<file path="src/sv/bgc_pkg.sv">
`timescale 1ns / 1ps

package bgc_pkg;

  localparam int TIME_BITS  = 32;
  localparam int COUNT_BITS = 16;
  localparam int LIMIT_BITS = 16;
  localparam int CFG_INDEX_BITS = 2;

  // gesture machine states
  typedef enum logic [2:0] {
    ST_IDLE     = 3'd0,
    ST_PRESSED  = 3'd1,
    ST_RELEASED = 3'd2,
    ST_SECOND   = 3'd3,
    ST_LONG     = 3'd4
  } gesture_state_t;

  // event counted at a poll
  typedef enum logic [1:0] {
    EV_NONE   = 2'd0,
    EV_CLICK  = 2'd1,
    EV_DOUBLE = 2'd2,
    EV_LONG   = 2'd3
  } event_kind_t;

  // configuration register indexes
  typedef enum logic [CFG_INDEX_BITS-1:0] {
    CFG_CLICK_PRESS_LIMIT = 2'd0,
    CFG_LONG_PRESS_LIMIT  = 2'd1,
    CFG_RELEASE_GAP_LIMIT = 2'd2
  } cfg_index_t;

  localparam logic [LIMIT_BITS-1:0] CLICK_PRESS_RESET = 16'd200;
  localparam logic [LIMIT_BITS-1:0] LONG_PRESS_RESET  = 16'd1000;
  localparam logic [LIMIT_BITS-1:0] RELEASE_GAP_RESET = 16'd200;

  typedef struct packed {
    logic                 pressed;
    logic [TIME_BITS-1:0] now_time;
  } poll_t;

  typedef struct packed {
    gesture_state_t        fsm_state;
    event_kind_t           event_kind;
    logic [COUNT_BITS-1:0] click_total;
    logic [COUNT_BITS-1:0] double_total;
    logic [COUNT_BITS-1:0] long_total;
  } result_t;

  typedef struct packed {
    logic [LIMIT_BITS-1:0] click_press_limit;
    logic [LIMIT_BITS-1:0] long_press_limit;
    logic [LIMIT_BITS-1:0] release_gap_limit;
  } limits_t;

  // everything the machine carries from one poll to the next
  typedef struct packed {
    gesture_state_t        gesture_state;
    logic [TIME_BITS-1:0]  press_stamp;
    logic [TIME_BITS-1:0]  release_stamp;
    logic [COUNT_BITS-1:0] click_count;
    logic [COUNT_BITS-1:0] double_count;
    logic [COUNT_BITS-1:0] long_count;
  } core_t;

endpackage

</file>
<file path="src/sv/button_gesture_classifier_unit.sv">
`timescale 1ns / 1ps
// Button gesture classifier: turns a stream of button polls into click,
// double click and long press events.
// Poll channel: poll_valid / poll_stall carry one poll beat (button level and
// a free-running time stamp). Result channel: result_valid / result_stall
// carry one result beat per poll: state after the poll, the event counted by
// it and the three wrapping event counters.
// Latency: a result is shown in the cycle after its poll is accepted.
// Throughput: one poll per clock when not stalled; the gesture state, stamps
// and counters update in the same cycle the poll is taken, so back-to-back
// polls chain through a single subtract-and-compare stage with no bubbles.
// The result register doubles as the output stage: a new poll is taken while
// the pending result is being taken in the same cycle. When the receiver
// stalls with a result waiting, poll_stall rises and the held result beat
// stays unchanged until it is taken. The user must write the limit registers
// through cfg_en / cfg_index / cfg_data only while no poll is in flight; the
// block does not enforce it. Indexes past the last register are ignored.
// Reset (rst, synchronous) returns the machine to idle, clears the stamps and
// counters, loads the default limits and empties the result register.
module button_gesture_classifier_unit
  import bgc_pkg::*;
(
  input  logic                      clk,
  input  logic                      rst,
  input  logic                      poll_valid,
  output logic                      poll_stall,
  input  poll_t                     poll,
  output logic                      result_valid,
  input  logic                      result_stall,
  output result_t                   result,
  input  logic                      cfg_en,
  input  logic [CFG_INDEX_BITS-1:0] cfg_index,
  input  logic [LIMIT_BITS-1:0]     cfg_data
);

  limits_t     limits;
  core_t       core;
  core_t       core_next;
  event_kind_t event_kind;
  logic        poll_fire;

  // handshake: take a poll when the result stage is empty or draining
  assign poll_stall = result_valid && result_stall;
  assign poll_fire  = poll_valid && !poll_stall;

  // limit registers
  always_ff @(posedge clk) begin
    if (rst) begin
      limits.click_press_limit <= CLICK_PRESS_RESET;
      limits.long_press_limit  <= LONG_PRESS_RESET;
      limits.release_gap_limit <= RELEASE_GAP_RESET;
    end else if (cfg_en) begin
      case (cfg_index)
        CFG_CLICK_PRESS_LIMIT: limits.click_press_limit <= cfg_data;
        CFG_LONG_PRESS_LIMIT:  limits.long_press_limit  <= cfg_data;
        CFG_RELEASE_GAP_LIMIT: limits.release_gap_limit <= cfg_data;
        default: ;
      endcase
    end
  end

  bgc_step u_step (
    .core       (core),
    .limits     (limits),
    .poll       (poll),
    .core_next  (core_next),
    .event_kind (event_kind)
  );

  // gesture state, stamps and counters
  always_ff @(posedge clk) begin
    if (rst) begin
      core.gesture_state <= ST_IDLE;
      core.press_stamp   <= '0;
      core.release_stamp <= '0;
      core.click_count   <= '0;
      core.double_count  <= '0;
      core.long_count    <= '0;
    end else if (poll_fire) begin
      core <= core_next;
    end
  end

  // result stage valid
  always_ff @(posedge clk) begin
    if (rst) begin
      result_valid <= 1'b0;
    end else if (poll_fire) begin
      result_valid <= 1'b1;
    end else if (!result_stall) begin
      result_valid <= 1'b0;
    end
  end

  // result stage payload
  always_ff @(posedge clk) begin
    if (poll_fire) begin
      result.fsm_state    <= core_next.gesture_state;
      result.event_kind   <= event_kind;
      result.click_total  <= core_next.click_count;
      result.double_total <= core_next.double_count;
      result.long_total   <= core_next.long_count;
    end
  end

  // an accepted poll always shows a result next cycle
  assert property (@(posedge clk) disable iff (rst) poll_fire |=> result_valid)
    else $error("accepted poll produced no result beat");

  // every counted gesture ends back in idle
  assert property (@(posedge clk) disable iff (rst)
    result_valid && result.event_kind != EV_NONE |-> result.fsm_state == ST_IDLE)
    else $error("event reported outside idle");

  // counters move only on an accepted poll that counts an event
  assert property (@(posedge clk) disable iff (rst)
    !(poll_fire && event_kind != EV_NONE) |=>
      $stable(core.click_count) && $stable(core.double_count) && $stable(core.long_count))
    else $error("counter changed without an event");

  // result beat mirrors the machine state it was taken from
  assert property (@(posedge clk) disable iff (rst)
    poll_fire |=> result.fsm_state == core.gesture_state
      && result.click_total == core.click_count
      && result.double_total == core.double_count
      && result.long_total == core.long_count)
    else $error("result beat out of step with machine state");

endmodule

</file>
<file path="src/sv/bgc_step.sv">
`timescale 1ns / 1ps

module bgc_step
  import bgc_pkg::*;
(
  input  core_t       core,
  input  limits_t     limits,
  input  poll_t       poll,
  output core_t       core_next,
  output event_kind_t event_kind
);

  logic [TIME_BITS-1:0] since_press;
  logic [TIME_BITS-1:0] since_release;
  logic                 short_press;
  logic                 long_held;
  logic                 gap_passed;

  // wrapping time differences and limit compares
  always_comb begin
    since_press   = poll.now_time - core.press_stamp;
    since_release = poll.now_time - core.release_stamp;
    short_press   = since_press < TIME_BITS'(limits.click_press_limit);
    long_held     = since_press > TIME_BITS'(limits.long_press_limit);
    gap_passed    = since_release > TIME_BITS'(limits.release_gap_limit);
  end

  // next state, stamps and counters
  always_comb begin
    core_next  = core;
    event_kind = EV_NONE;
    case (core.gesture_state)
      ST_IDLE: begin
        if (poll.pressed) begin
          core_next.gesture_state = ST_PRESSED;
          core_next.press_stamp   = poll.now_time;
        end
      end
      ST_PRESSED: begin
        if (!poll.pressed) begin
          core_next.release_stamp = poll.now_time;
          // release is judged by the click limit only
          if (short_press) begin
            core_next.gesture_state = ST_RELEASED;
          end else begin
            core_next.gesture_state = ST_IDLE;
            core_next.click_count   = core.click_count + COUNT_BITS'(1);
            event_kind              = EV_CLICK;
          end
        end else if (long_held) begin
          core_next.gesture_state = ST_LONG;
        end
      end
      ST_RELEASED: begin
        if (poll.pressed) begin
          core_next.gesture_state = ST_SECOND;
        end else if (gap_passed) begin
          core_next.gesture_state = ST_IDLE;
          core_next.click_count   = core.click_count + COUNT_BITS'(1);
          event_kind              = EV_CLICK;
        end
      end
      ST_SECOND: begin
        if (!poll.pressed) begin
          core_next.gesture_state = ST_IDLE;
          core_next.double_count  = core.double_count + COUNT_BITS'(1);
          event_kind              = EV_DOUBLE;
        end
      end
      ST_LONG: begin
        if (!poll.pressed) begin
          core_next.gesture_state = ST_IDLE;
          core_next.long_count    = core.long_count + COUNT_BITS'(1);
          event_kind              = EV_LONG;
        end
      end
      default: begin
        core_next.gesture_state = ST_IDLE;
      end
    endcase
  end

endmodule
</file>
<file path="config.mk">
export PLATFORM = sky130hd
export DESIGN_NAME = button_gesture_classifier_unit
export DESIGN_NICKNAME = d
export VERILOG_FILES = /design/src/sv/bgc_pkg.sv /design/src/sv/button_gesture_classifier_unit.sv /design/src/sv/bgc_step.sv
export SDC_FILE = /design/constraint.sdc
export NUM_CORES = 1
export LEC_CHECK = 0
export BUFFER_PORTS_ARGS = -buffer_cell sky130_fd_sc_hd__buf_4
export CORE_MARGIN = 8
export CORE_UTILIZATION = 45
export DETAILED_ROUTE_END_ITERATION = 7
export PLACE_DENSITY = 0.61
export SLEW_MARGIN = 20
export SYNTH_ARGS = -nofsm -noshare
export SYNTH_HDL_FRONTEND = slang
export SYNTH_SLANG_ARGS = --single-unit
</file>
<file path="constraint.sdc">
create_clock -name clk -period 6.7 [get_ports clk]
set_input_delay 0 -clock clk [delete_from_list [all_inputs] [get_ports clk]]
set_output_delay 0 -clock clk [all_outputs]
set_load 0.01 [all_outputs]
</file>
Yosys cells after proc, flatten, opt, wreduce, memory -nomap -nowiden --
Cells that the tools add are included. Widths: inputs -> output; s select.
Word-level totals: register bits after elaboration 217, word-level logic and storage cells 68
Operators by class: $lt $le $gt $ge 3, reductions and logical operators 11, equal/unequal tests 7, multiplexer cells 26, add/subtract/negate cells 5, bitwise operators 1
Operators by type and width (count):
- $mux 16 | 8
- $gt 32x16->1 | 2
- $sub 32x32->32 | 2
- $add 16x1->16 const B | 3
- $mux 35 | 1
- $lt 32x16->1 | 1
- $pmux 16 s2 | 1
- $mux 3 | 5
- $pmux 3 s4 | 1
- $mux 2 | 4
- $pmux 2 s4 | 1
- $eq 3x2->1 const B | 2
- $reduce_and 2->1 | 3
- $reduce_and 3->1 | 2
- $mux 1 | 5
- $eq 3x1->1 const B | 1
- $eq 3x3->1 const B | 1
- $logic_not 3->1 | 1
- $eq 2x1->1 const B | 1
- $eq 2x2->1 const B | 1
- $logic_and 1x1->1 | 2
- $logic_not 2->1 | 1
- $ne 2x1->1 const B | 1
- $reduce_or 2->1 | 1
- other kinds (2) | 2

Logic depth before layout (Yosys ltp) --
Gate-level depths: netlist of run 1.
word-level depth 5, gate-level depth with buffers 21, depth with buffers taken out 20

Modules after synthesis --
A second synthesis of run 1 with hierarchy kept.
Second synthesis, totals: cells, all modules 1822, area, all modules 15633.7 sq um
Modules (own cells, without submodules):
- button_gesture_classifier_unit | instances 1, area an instance 8635.8 sq um, sequential area each 4874.7 sq um, cells an instance 739
- bgc_step | instances 1, area an instance 6998.0 sq um, sequential area each 0.0 sq um, cells an instance 1083

Worst setup path after synthesis of run 1 --
Ideal clock, no wire load.
path kind flip-flop to flip-flop, from register, netlist name core[62], to register result[35] (netlist name), data pin, library setup time 266 ps, data required time 6434 ps, setup slack 2194 ps, cell stages (with the launch flop) 22, data arrival time 4240 ps, clock period less this slack 4506 ps, path through dfxtp_1 inv_1 ha_1 clkbuf_1 nand2_1 o21ai_1 nor2b_1 a21oi_1 xor2_1 ha_1 and4_1 and3_1 a221o_1 nor3b_1 o22ai_1 a211o_1 nor4_1 a21oi_1 a21oi_2 buf_2 nor3_1 xor2_1
RTL lines:
- end, declared | line button_gesture_classifier_unit.sv:30 | output result_t result,

Worst setup path in the final report of run 1 --
from register, netlist name core[54], to register result[48] (netlist name), data pin
Between the ends: longest elaborated chain between the ends 5
Ends and longest elaborated chain:
- $sub 32x32->32 | line bgc_step.sv:22 | since_release = poll.now_time - core.release_stamp;
- $gt 32x16->1 | line bgc_step.sv:25 | gap_passed = since_release > TIME_BITS'(limits.release_gap_limit);
- $mux 1 | line bgc_step.sv:57 | end else if (gap_passed) begin
- $mux 1 | line bgc_step.sv:55 | if (poll.pressed) begin
- $pmux 2 s4 | line bgc_step.sv:32 | case (core.gesture_state)
- named net event_kind[0] | line button_gesture_classifier_unit.sv:39 | event_kind_t event_kind;
The timed path passes the listed nets, and every way through them passes these cells. A chain may end at the register's enable or synchronous reset.

==> reports/metrics.csv, run 1 <==
metric;value;unit
power;3.62;mW
worstHoldStart;rst;
regArea;0.00487;mm2
yosysMostFrequentCell;nand2_1;
grt_max_degree;93;
max_freq;168;MHz
critical_path_class;reg -> reg;
crit-reg2reg-launch;core[54];
cts.clk_slew.worst_paths;0.06;ns
wl_per_cell;17.1;um
end_kind;flip-flop;
cts_setup_buffers;0;
cp_slowest_cell;nor4_1;
drc;0;
dpl.hpwl;29600;um
fp.coreArea;0.0307;mm2
synth_cell_types;75;
met2_usage;35.6;%
slew_violations;0;
worstSkewPairLatency;0.53;ns
synth_top_cell_by_area;dfxtp_1;
hold_class;in -> reg;
synth_top_area_share;23.4;%
synth.area.top_cells;dfxtp_1, edfxtp_1, ha_1;
nets;2074;
p_leak;6.46;nW
cts.sinks;217;
outcome;completed;
syn_to_final_growth;18.1;%
yosys-top-cells-count;nand2_1, a21oi_1, dfxtp_1;
num_rows;64;
io_buffer_count;110;
clock_skew;0.0109;ns
antenna_left;0;
synth_warnings;0;
grt_pass1_wl;63500;um
wirelength;39600;um
p_seq_share;38.7;%
die_area;0.0371;mm2
critPathArrivalTime;6.21;ns
synth-edff-count;53;
finalSetupViolCount;0;
start_kind;flip-flop;
grt-ovfl-total;0;
h-tree-depth;1;
finalCritPeriodShare;88.7;%
start_util;45.7;%
drtIter0Drc;791;
diodes;0;
cts-buffers-inserted;25;
relSlewSlack;33.8;%
dpl_cell_area;0.0151;mm2
rsz0062_at_grt;false;
p_clk_share;40.7;%
required;6.97;ns
ir_drop;173;uV
synth_flop_cell;dfxtp_1;
final_area;0.0166;mm2
synth_area;0.0140;mm2
syn_nets;1949;
die_height;193;um
die_w;193;um
synth_seq_cells;217;
drtPass1Iterations;5;
grt_pass1_vias;12300;
cp_max_fo;15;
met3_usage;2.44;%
multi_input_area;0.00839;mm2
powerDensity;218;mW/mm2
synth_area_per_cell;7.88;um2
tightest_slew;0.993;ns
via_count;13000;
hold_viol_final;0;
fillers;2960;
internal_power;2.60;mW
p_sw;1.02;mW
swShare;28.2;%
cts_tree;yes;
vias_per_cell;5.62;
io_pins;111;
antenna_found_initial;0;
r2r_cells;19;
maxCapViolCount;0;
grt_busiest_layer;met2;
ys_async_sr_fraction;0;%
power_frac_comb;20.6;%
drive_gt1_share;9.94;%
worst_path_largest_cell_delay;0.69;ns
gp_congestion;0.911;
crit_start;core[54];
whs_path_depth;2;
critPathMostFrequentCell;a21oi_1;
grt_use_total;20.9;%
synth_cells;1779;
clockBufferDepth;3;
path_cells;inv_1 -> ha_1 -> a21oi_1 -> nand2_1 -> o21ai_0 -> a21oi_1 -> xor2_1 -> ha_1 -> and4_1 -> and3_1 -> a221o_1 -> nor3b_1 -> o22ai_1 -> a211o_1 -> nor4_1 -> a21oi_1 -> a21oi_2 -> nor2_1 -> or2_2;
setup_tns;0;ns
seq_area_frac_synth;34.8;%
use_met1;27.7;%
utilization;54.0;%
post-route-min-period;5.94;ns
cts-root-buf;clkbuf_16;
[power by group through the flow]
stage | Combinational, mW | Clock (mW) | Sequential, mW
after floorplan | 0.476 | 0 | 1.43
after global placement | 0.703 | 0 | 1.43
after detailed placement | 0.712 | 0 | 1.43
after CTS | 0.741 | 1.51 | 1.40
after global routing | 0.829 | 1.56 | 1.40
final | 0.746 | 1.47 | 1.40
[metal layers]
metal  vias to the layer above  share of wire [%]
met4                         0                2.5
met3                        70                4.9
met2                       330                 47
met5                         -                  0
met1                      6123                 45
li1                       6503                  -
[state kept, by name (all words and copies together) (netlist names)]
name,cells
core,115
limits,48
result,53
result_valid,1
[worst paths after layout]
check	to	slack, ns
min reg2reg	core[53]	0.45
min	core[3]	0.03
max reg2reg	result[48]	0.76
max	result[48]	0.76
[critical path: cells and delay by family, from the launching register on]
family	cells	cell delay, ns
compound gates	8	2.58
xor+xnor	1	0.21
fa+ha+maj	2	0.63
buf+inv	1	0.05
flops	1	0.33
simple gates	7	1.88
[cells in the final DEF (no fill, tap or decap), drive strengths merged, types with 6 or more instances in the layout]
cell type	n
nand2	319
a21oi	217
dfxtp	164
inv	130
buf	120
nor2	113
ha	112
o21ai	88
xor2	67
dlygate4sd3	53
edfxtp	53
or3	44
nor3	43
nand4	35
xnor2	31
clkbuf	31
o21a	27
a21o	23
nand3	22
o211ai	19
a211o	17
and3	15
nand2b	12
nor4	12
a211oi	11
and4	9
or2	8
and2	7
nor2b	7
mux2i	7
o22ai	7
o31ai	6
[cell families after synthesis]
family                     share of synthesized area [%]
buffers and inverters                               5.53
muxes                                              0.821
DFF                                                 34.8
xor gates and xnor gates                            6.12
and+or+nand+nor                                     22.1
adders and majority gates                           10.3
AOI/OAI and AO/OA                                   20.4
[through the flow]
step	setup slack (ns)	std cells	hold slack [ns]
after floorplan	2.19	1779	0.118
after global placement	0.988	2220	0.223
after detailed placement	0.869	2220	0.229
after CTS	0.823	2318	0.0312
after global routing	0.342	2318	0.0616
final	0.758	2318	0.0299
[area by class of cell]
cell class | count | area share (%)
clock buffer | 31 | 4.15
clock inverter | 14 | 1.24
inverter | 129 | 2.92
multi-input combinational | 1358 | 50.6
sequential | 217 | 29.4
tap | 396 | 2.99
timing repair buffer | 173 | 8.64
[what timing repair did]
item                                   in CTS  in global routing
hold buffers                               53                  0
endpoints found under the hold margin     119                  0
gates resized for setup                     0                  0
Note: power is estimated with default switching activity, not from simulation.
==> run 2, diff against run 1 <==
CORE_MARGIN = 3   (was 8)
SETUP_SLACK_MARGIN = 0.4   (was unset)
==> run 2 against run 1 <==
  * The run now ends with hold timing left
  * Count of clock-buffer cells in the layout increased by 2
  * Critical path depth unchanged
  * Worst hold slack got worse by 0.038 ns
  * Clock power increased by 3%
  * Wire length decreased by 1.5%
  * Fmax increased by 1.7%
  * Final area increased by 0.20%
  * Sequential share of layout area decreased by 0.058 points
  * Cell count about the same
  * Core utilization increased by 0.11 points
  * Die area decreased by 10%
  * Register-to-register slack improved by 0.10 ns
  * Critical endpoint unchanged
  * Largest power group unchanged
==> reports/metrics.csv, run 2 (same netlist as run 1, synthesis figures left out) <==
metric;value;unit;change
io_pins;111;;unchanged
drive_gt1_share;9.93;%;-0.010 points
critPathArrivalTime;6.14;ns;-0.07 ns
critical_path_class;reg -> reg;;
cts-root-buf;clkbuf_16;;
worstSkewPairLatency;0.56;ns;+0.03 ns
p_leak;6.48;nW;+0.23%
maxCapViolCount;0;;unchanged
clockBufferDepth;3;;unchanged
relSlewSlack;33.5;%;-0.35 points
dpl.hpwl;28700;um;-2.8%
nets;2075;;+0.048%
num_rows;64;;unchanged
top_register;core;;
grt_max_degree;95;;+2.2%
fin_ws;0.859;ns;+0.102 ns
drc;0;;unchanged
setup_tns;0;ns;unchanged
hold_class;in -> reg;;
wirelength;39000;um;-1.5%
required;7.00;ns;+0.03 ns
drtIter0Drc;798;;+0.88%
utilization;54.1;%;+0.11 points
grt_pass1_wl;63600;um;about the same
path_cells;inv_1 -> ha_1 -> a21oi_1 -> nand2_1 -> o21ai_0 -> a21oi_1 -> xor2_1 -> ha_1 -> and4_1 -> and3_1 -> a221o_1 -> nor3b_1 -> o22ai_1 -> a211o_1 -> nor4_1 -> a21oi_1 -> a21oi_2 -> nor2_1 -> or2_2;;
outcome;finished with violations;;
h-tree-depth;1;;unchanged
via_count;13000;;-0.077%
cp_slowest_cell;nor4_1;;
layout_common_cells;nand2_1, a21oi_1, dfxtp_1;;
top_regs;core (115), result (53), limits (48);;
die_area;0.0333;mm2;-10%
grt_use_total;22.8;%;+2.0 points
violations;hold timing;;
clock_skew;0.0121;ns;+0.00126 ns
grt_pass1_vias;12300;;-0.081%
r2r_setup_slack;0.86;ns;+0.10 ns
die_w;183;um;-5.2%
crit_buf_inv;1;;unchanged
hold_viol_final;3;;+3
post-place-cells;2220;;unchanged
cts-buffers-inserted;26;;+4.0%
post-route-min-period;5.84;ns;-0.102 ns
io_buffer_count;110;;unchanged
antenna_left;0;;unchanged
grt-ovfl-total;0;;unchanged
syn_to_final_growth;18.4;%;
finalCritPeriodShare;87.2;%;-1.5 points
critPathMostFrequentCell;a21oi_1;;
powerDensity;220;mW/mm2;+0.84%
tightest_slew;0.998;ns;+0.00531 ns
start_kind;flip-flop;;
end_kind;flip-flop;;
vias_per_cell;5.61;;-0.16%
cts.sinks;217;;unchanged
place_ws;0.874;ns;+0.00525 ns
cts_tree;yes;;
antenna_found_initial;0;;unchanged
slew_violations;0;;unchanged
cts.clk_slew.worst_paths;0.06;ns;about the same
worst_path_largest_cell_delay;0.64;ns;-0.05 ns
die_height;183;um;-5.2%
path_delay_family;compound AO/OA/AOI/OAI gates;;
diodes;0;;unchanged
finalSetupViolCount;0;;unchanged
final_common_cell;nand2_1;;
ir_drop;180;uV;+3.8%
fin_cells;2320;;+0.086%
drtPass1Iterations;5;;unchanged
largest_reg_flops;115;;unchanged
wl_per_cell;16.8;um;-1.6%
gp_congestion;0.954;;+4.8%
start_util;45.7;%;unchanged
fp.coreArea;0.0307;mm2;unchanged
max_freq;171;MHz;+1.7%
rsz0062_at_grt;false;;
timing.hold.ws;-0.00803;ns;-0.0380 ns
cp_max_fo;15;;unchanged
## run 2: changes by cell type in the layout (fill, tap and decap cells not counted)
cell        delta
clkinv_4       +1
clkinv_1       -1
clkinvlp_4     -1
clkbuf_1       +3
clkbuf_16      +1
clkinv_16      +1
clkbuf_8       -2
clkinv_2       +1
inv_6          -1
## run 2: through the flow
step                      area, um2  hold WS (ns)  total power [mW]
after global placement        15100         0.221              2.13
final                         16600      -0.00803              3.65
after CTS                     16600       0.00462              3.69
after detailed placement      15100         0.228              2.14
after floorplan               14000         0.118              1.91
after global routing          16600        0.0337              3.84
## run 2: what timing repair did
action                                 CTS  global route
gates resized for setup                  0             0
setup buffers                            0             0
endpoints found under the hold margin  121             0
hold buffers                            53             0
## run 2: power by group
part | internal (mW) | switching (mW)
registers | 1.38 | 0.0175
clock network | 0.932 | 0.580
logic | 0.295 | 0.449
## run 2: layer usage
layer | track usage (%) | wire length, um | up-vias
met5 | 0 | 0 | -
met1 | 30.8 | 17900 | 6108
met2 | 39.3 | 18500 | 328
met4 | 5.39 | 866 | 0
li1 | - | - | 6520
met3 | 2.65 | 1720 | 60
## run 2: cell type report
type                    count  area (um2)
inverters                 129         484
repair buffers            173        1430
well taps                 396         495
clock inverters            14         229
fillers                  2923       14100
multi-input cells        1358        8390
clock buffers              33         697
flip-flops and latches    217        4870
## run 2: path summary, 6_finish.rpt
| path | start | to | cells past startpoint |
|---|---|---|---|
| worst min register to register | core[54] | core[54] | 2 |
| worst max register to register | core[54] | result[48] | 19 |
| worst max-delay path | core[54] | result[48] | 19 |
| worst min-delay path | rst | core[3] | 2 |
## run 2: worst register-to-register path: stages, from the launching register on
cell and delay, ns:
dfxtp_1 0.32, inv_1 0.04, ha_1 0.34, a21oi_1 0.29, nand2_1 0.09, o21ai_0 0.57, a21oi_1 0.23, xor2_1 0.21
ha_1 0.31, and4_1 0.23, and3_1 0.17, a221o_1 0.31, nor3b_1 0.22, o22ai_1 0.12, a211o_1 0.24, nor4_1 0.64
a21oi_1 0.22, a21oi_2 0.58, nor2_1 0.17, or2_2 0.32
==> run 3, diff against run 2 <==
RECOVER_POWER = 100   (was unset)
==> run 3 against run 2 <==
  * The run ends with capacitance limit, slew limit left
  * Setup slack got worse by 0.035 ns
  * Register-to-register slack got worse by 0.03 ns
  * Clock skew grew 0.0011 ns
  * Clock power hardly changed
  * Cell count did not move
  * Sequential power barely moved
  * Combinational power fell by 2%
  * Worst hold slack gained 0.13 ns
  * Critical path type unchanged
  * Highest routed layer unchanged
==> reports/metrics.csv, run 3 (same netlist as run 1, synthesis figures left out) <==
metric;value;unit;change
start_util;45.7;%;unchanged
hold_class;in -> reg;;
grt-ovfl-total;0;;unchanged
cts_hold_buffers;53;;unchanged
cts.clk_slew.worst_paths;0.06;ns;about the same
clockBufferDepth;3;;unchanged
cp_slowest_cell;nor4_1;;
grt_max_degree;95;;unchanged
dpl_cell_area;0.0151;mm2;unchanged
post-route-min-period;5.88;ns;+0.0350 ns
final_area;0.0164;mm2;-1.4%
drive_gt1_share;6.50;%;-3.4 points
required;7.00;ns;about the same
cts_tree;yes;;
grt_pass1_wl;63600;um;unchanged
vias_per_cell;5.60;;-0.14%
final_common_cell;nand2_1;;
num_rows;64;;unchanged
path_delay_family;compound AO/OA/AOI/OAI gates;;
drc;0;;unchanged
multi_input_area;0.00839;mm2;unchanged
p_sw;1.05;mW;about the same
ir_drop;180;uV;+0.33%
gp_congestion;0.954;;unchanged
wirelength;39100;um;+0.17%
cts-buffers-inserted;26;;unchanged
die_height;183;um;unchanged
grt_pass1_vias;12300;;unchanged
critical_path_class;reg -> reg;;
setup_tns;0;ns;unchanged
cts.sinks;217;;unchanged
relSlewSlack;-173;%;-210 points
syn_to_final_growth;16.7;%;
p_clk_share;41.5;%;about the same
path_cells;inv_1 -> ha_1 -> a21oi_1 -> nand2_1 -> o21ai_0 -> a21oi_1 -> xor2_1 -> ha_1 -> and4_1 -> and3_1 -> a221o_1 -> nor3b_1 -> o22ai_1 -> a211o_1 -> nor4_1 -> a21oi_1 -> a21oi_2 -> nor2_1 -> or2_2;;
start_kind;flip-flop;;
fp.coreArea;0.0307;mm2;unchanged
largest_reg_flops;115;;unchanged
critPathMostFrequentCell;a21oi_1;;
outcome;finished with violations;;
clock_skew;0.0132;ns;+0.00110 ns
worstSkewPairLatency;0.56;ns;about the same
power_frac_comb;20.0;%;-0.3 points
h-tree-depth;1;;unchanged
nets;2075;;unchanged
post_cts_resized;0;;unchanged
worst_path_largest_cell_delay;0.64;ns;about the same
p_seq_share;38.4;%;about the same
io_pins;111;;unchanged
die_area;0.0333;mm2;unchanged
r2r_setup_slack;0.82;ns;-0.03 ns
slew_violations;283;;+283
io_buffer_count;110;;unchanged
swShare;28.7;%;+0.11 points
cp_max_fo;15;;unchanged
max_freq;170;MHz;-0.60%
cts_setup_buffers;0;;unchanged
regArea;0.00487;mm2;unchanged
p_leak;6.24;nW;-3.6%
powerDensity;223;mW/mm2;+1.1%
tightest_slew;4.10;ns;+3.10 ns
antenna_found_initial;0;;unchanged
finalCritPeriodShare;87.7;%;+0.52 points
antenna_left;0;;unchanged
top_register;core;;
via_count;13000;;-0.14%
hold_viol_final;0;;-3
diodes;0;;unchanged
maxCapViolCount;5;;+5
drtIter0Drc;811;;+1.6%
finalSetupViolCount;0;;unchanged
wl_per_cell;16.9;um;+0.17%
grt_use_total;22.8;%;unchanged
crit_buf_inv;1;;unchanged
rsz0062_at_grt;false;;
cts-root-buf;clkbuf_16;;
layout_common_cells;nand2_1, a21oi_1, dfxtp_1;;
critPathArrivalTime;6.17;ns;+0.03 ns
die_w;183;um;unchanged
internal_power;2.60;mW;-0.49%
end_kind;flip-flop;;
fillers;2993;;+2.4%
dpl.hpwl;28700;um;unchanged
top_regs;core (115), result (53), limits (48);;
drtPass1Iterations;8;;+3
violations;capacitance limit, slew limit;;
## run 3: metal layers
metal	up-vias	GRT usage (%)	routed length [um]
li1	6516	-	-
met2	329	39.3	18500
met4	0	5.39	839
met3	55	2.65	1870
met5	-	0	0
met1	6098	30.8	17900
## run 3: power by group through the flow
stage	Sequential, mW	Clock (mW)	Combinational [mW]
CTS	1.40	1.55	0.738
finish	1.40	1.51	0.729
floorplan	1.43	0	0.476
global placement	1.43	0	0.699
detailed placement	1.43	0	0.708
global route	1.40	1.61	0.814
## run 3: worst paths after layout
path,startpoint,end,depth (start not counted)
max reg2reg,core[54],result[48],19
max,core[54],result[48],19
min reg2reg,core[54],core[54],2
min,cfg_index[0],limits[45],4
## run 3: layout make-up
cell class / instances / area share (%)
Timing Repair Buffer: 173 / 7.31
Tap cell: 396 / 3.03
Multi-Input combinational cell: 1358 / 51.3
Sequential cell: 217 / 29.8
Clock inverter: 14 / 1.40
Inverter: 129 / 2.96
Clock buffer: 33 / 4.26
## run 3: tightest hold or removal path: cells and delay by family
family / cells / cell delay (ns)
AND/OR/NAND/NOR: 2 / 0.40
AO/OA/AOI/OAI: 1 / 0.12
buffers and inverters: 1 / 0.11
## run 3: per-stage QoR
stage | total power [mW] | instances | worst slack, ns | util, % | hold slack (ns)
finish | 3.64 | 2320 | 0.824 | 53.4 | 0.118
global route | 3.83 | 2320 | 0.445 | 53.4 | 0.138
CTS | 3.69 | 2320 | 0.845 | 54.1 | 0.00462
detailed placement | 2.14 | 2220 | 0.874 | 49.4 | 0.228
global placement | 2.13 | 2220 | 1.04 | 49.4 | 0.221
floorplan | 1.91 | 1779 | 2.19 | - | 0.118
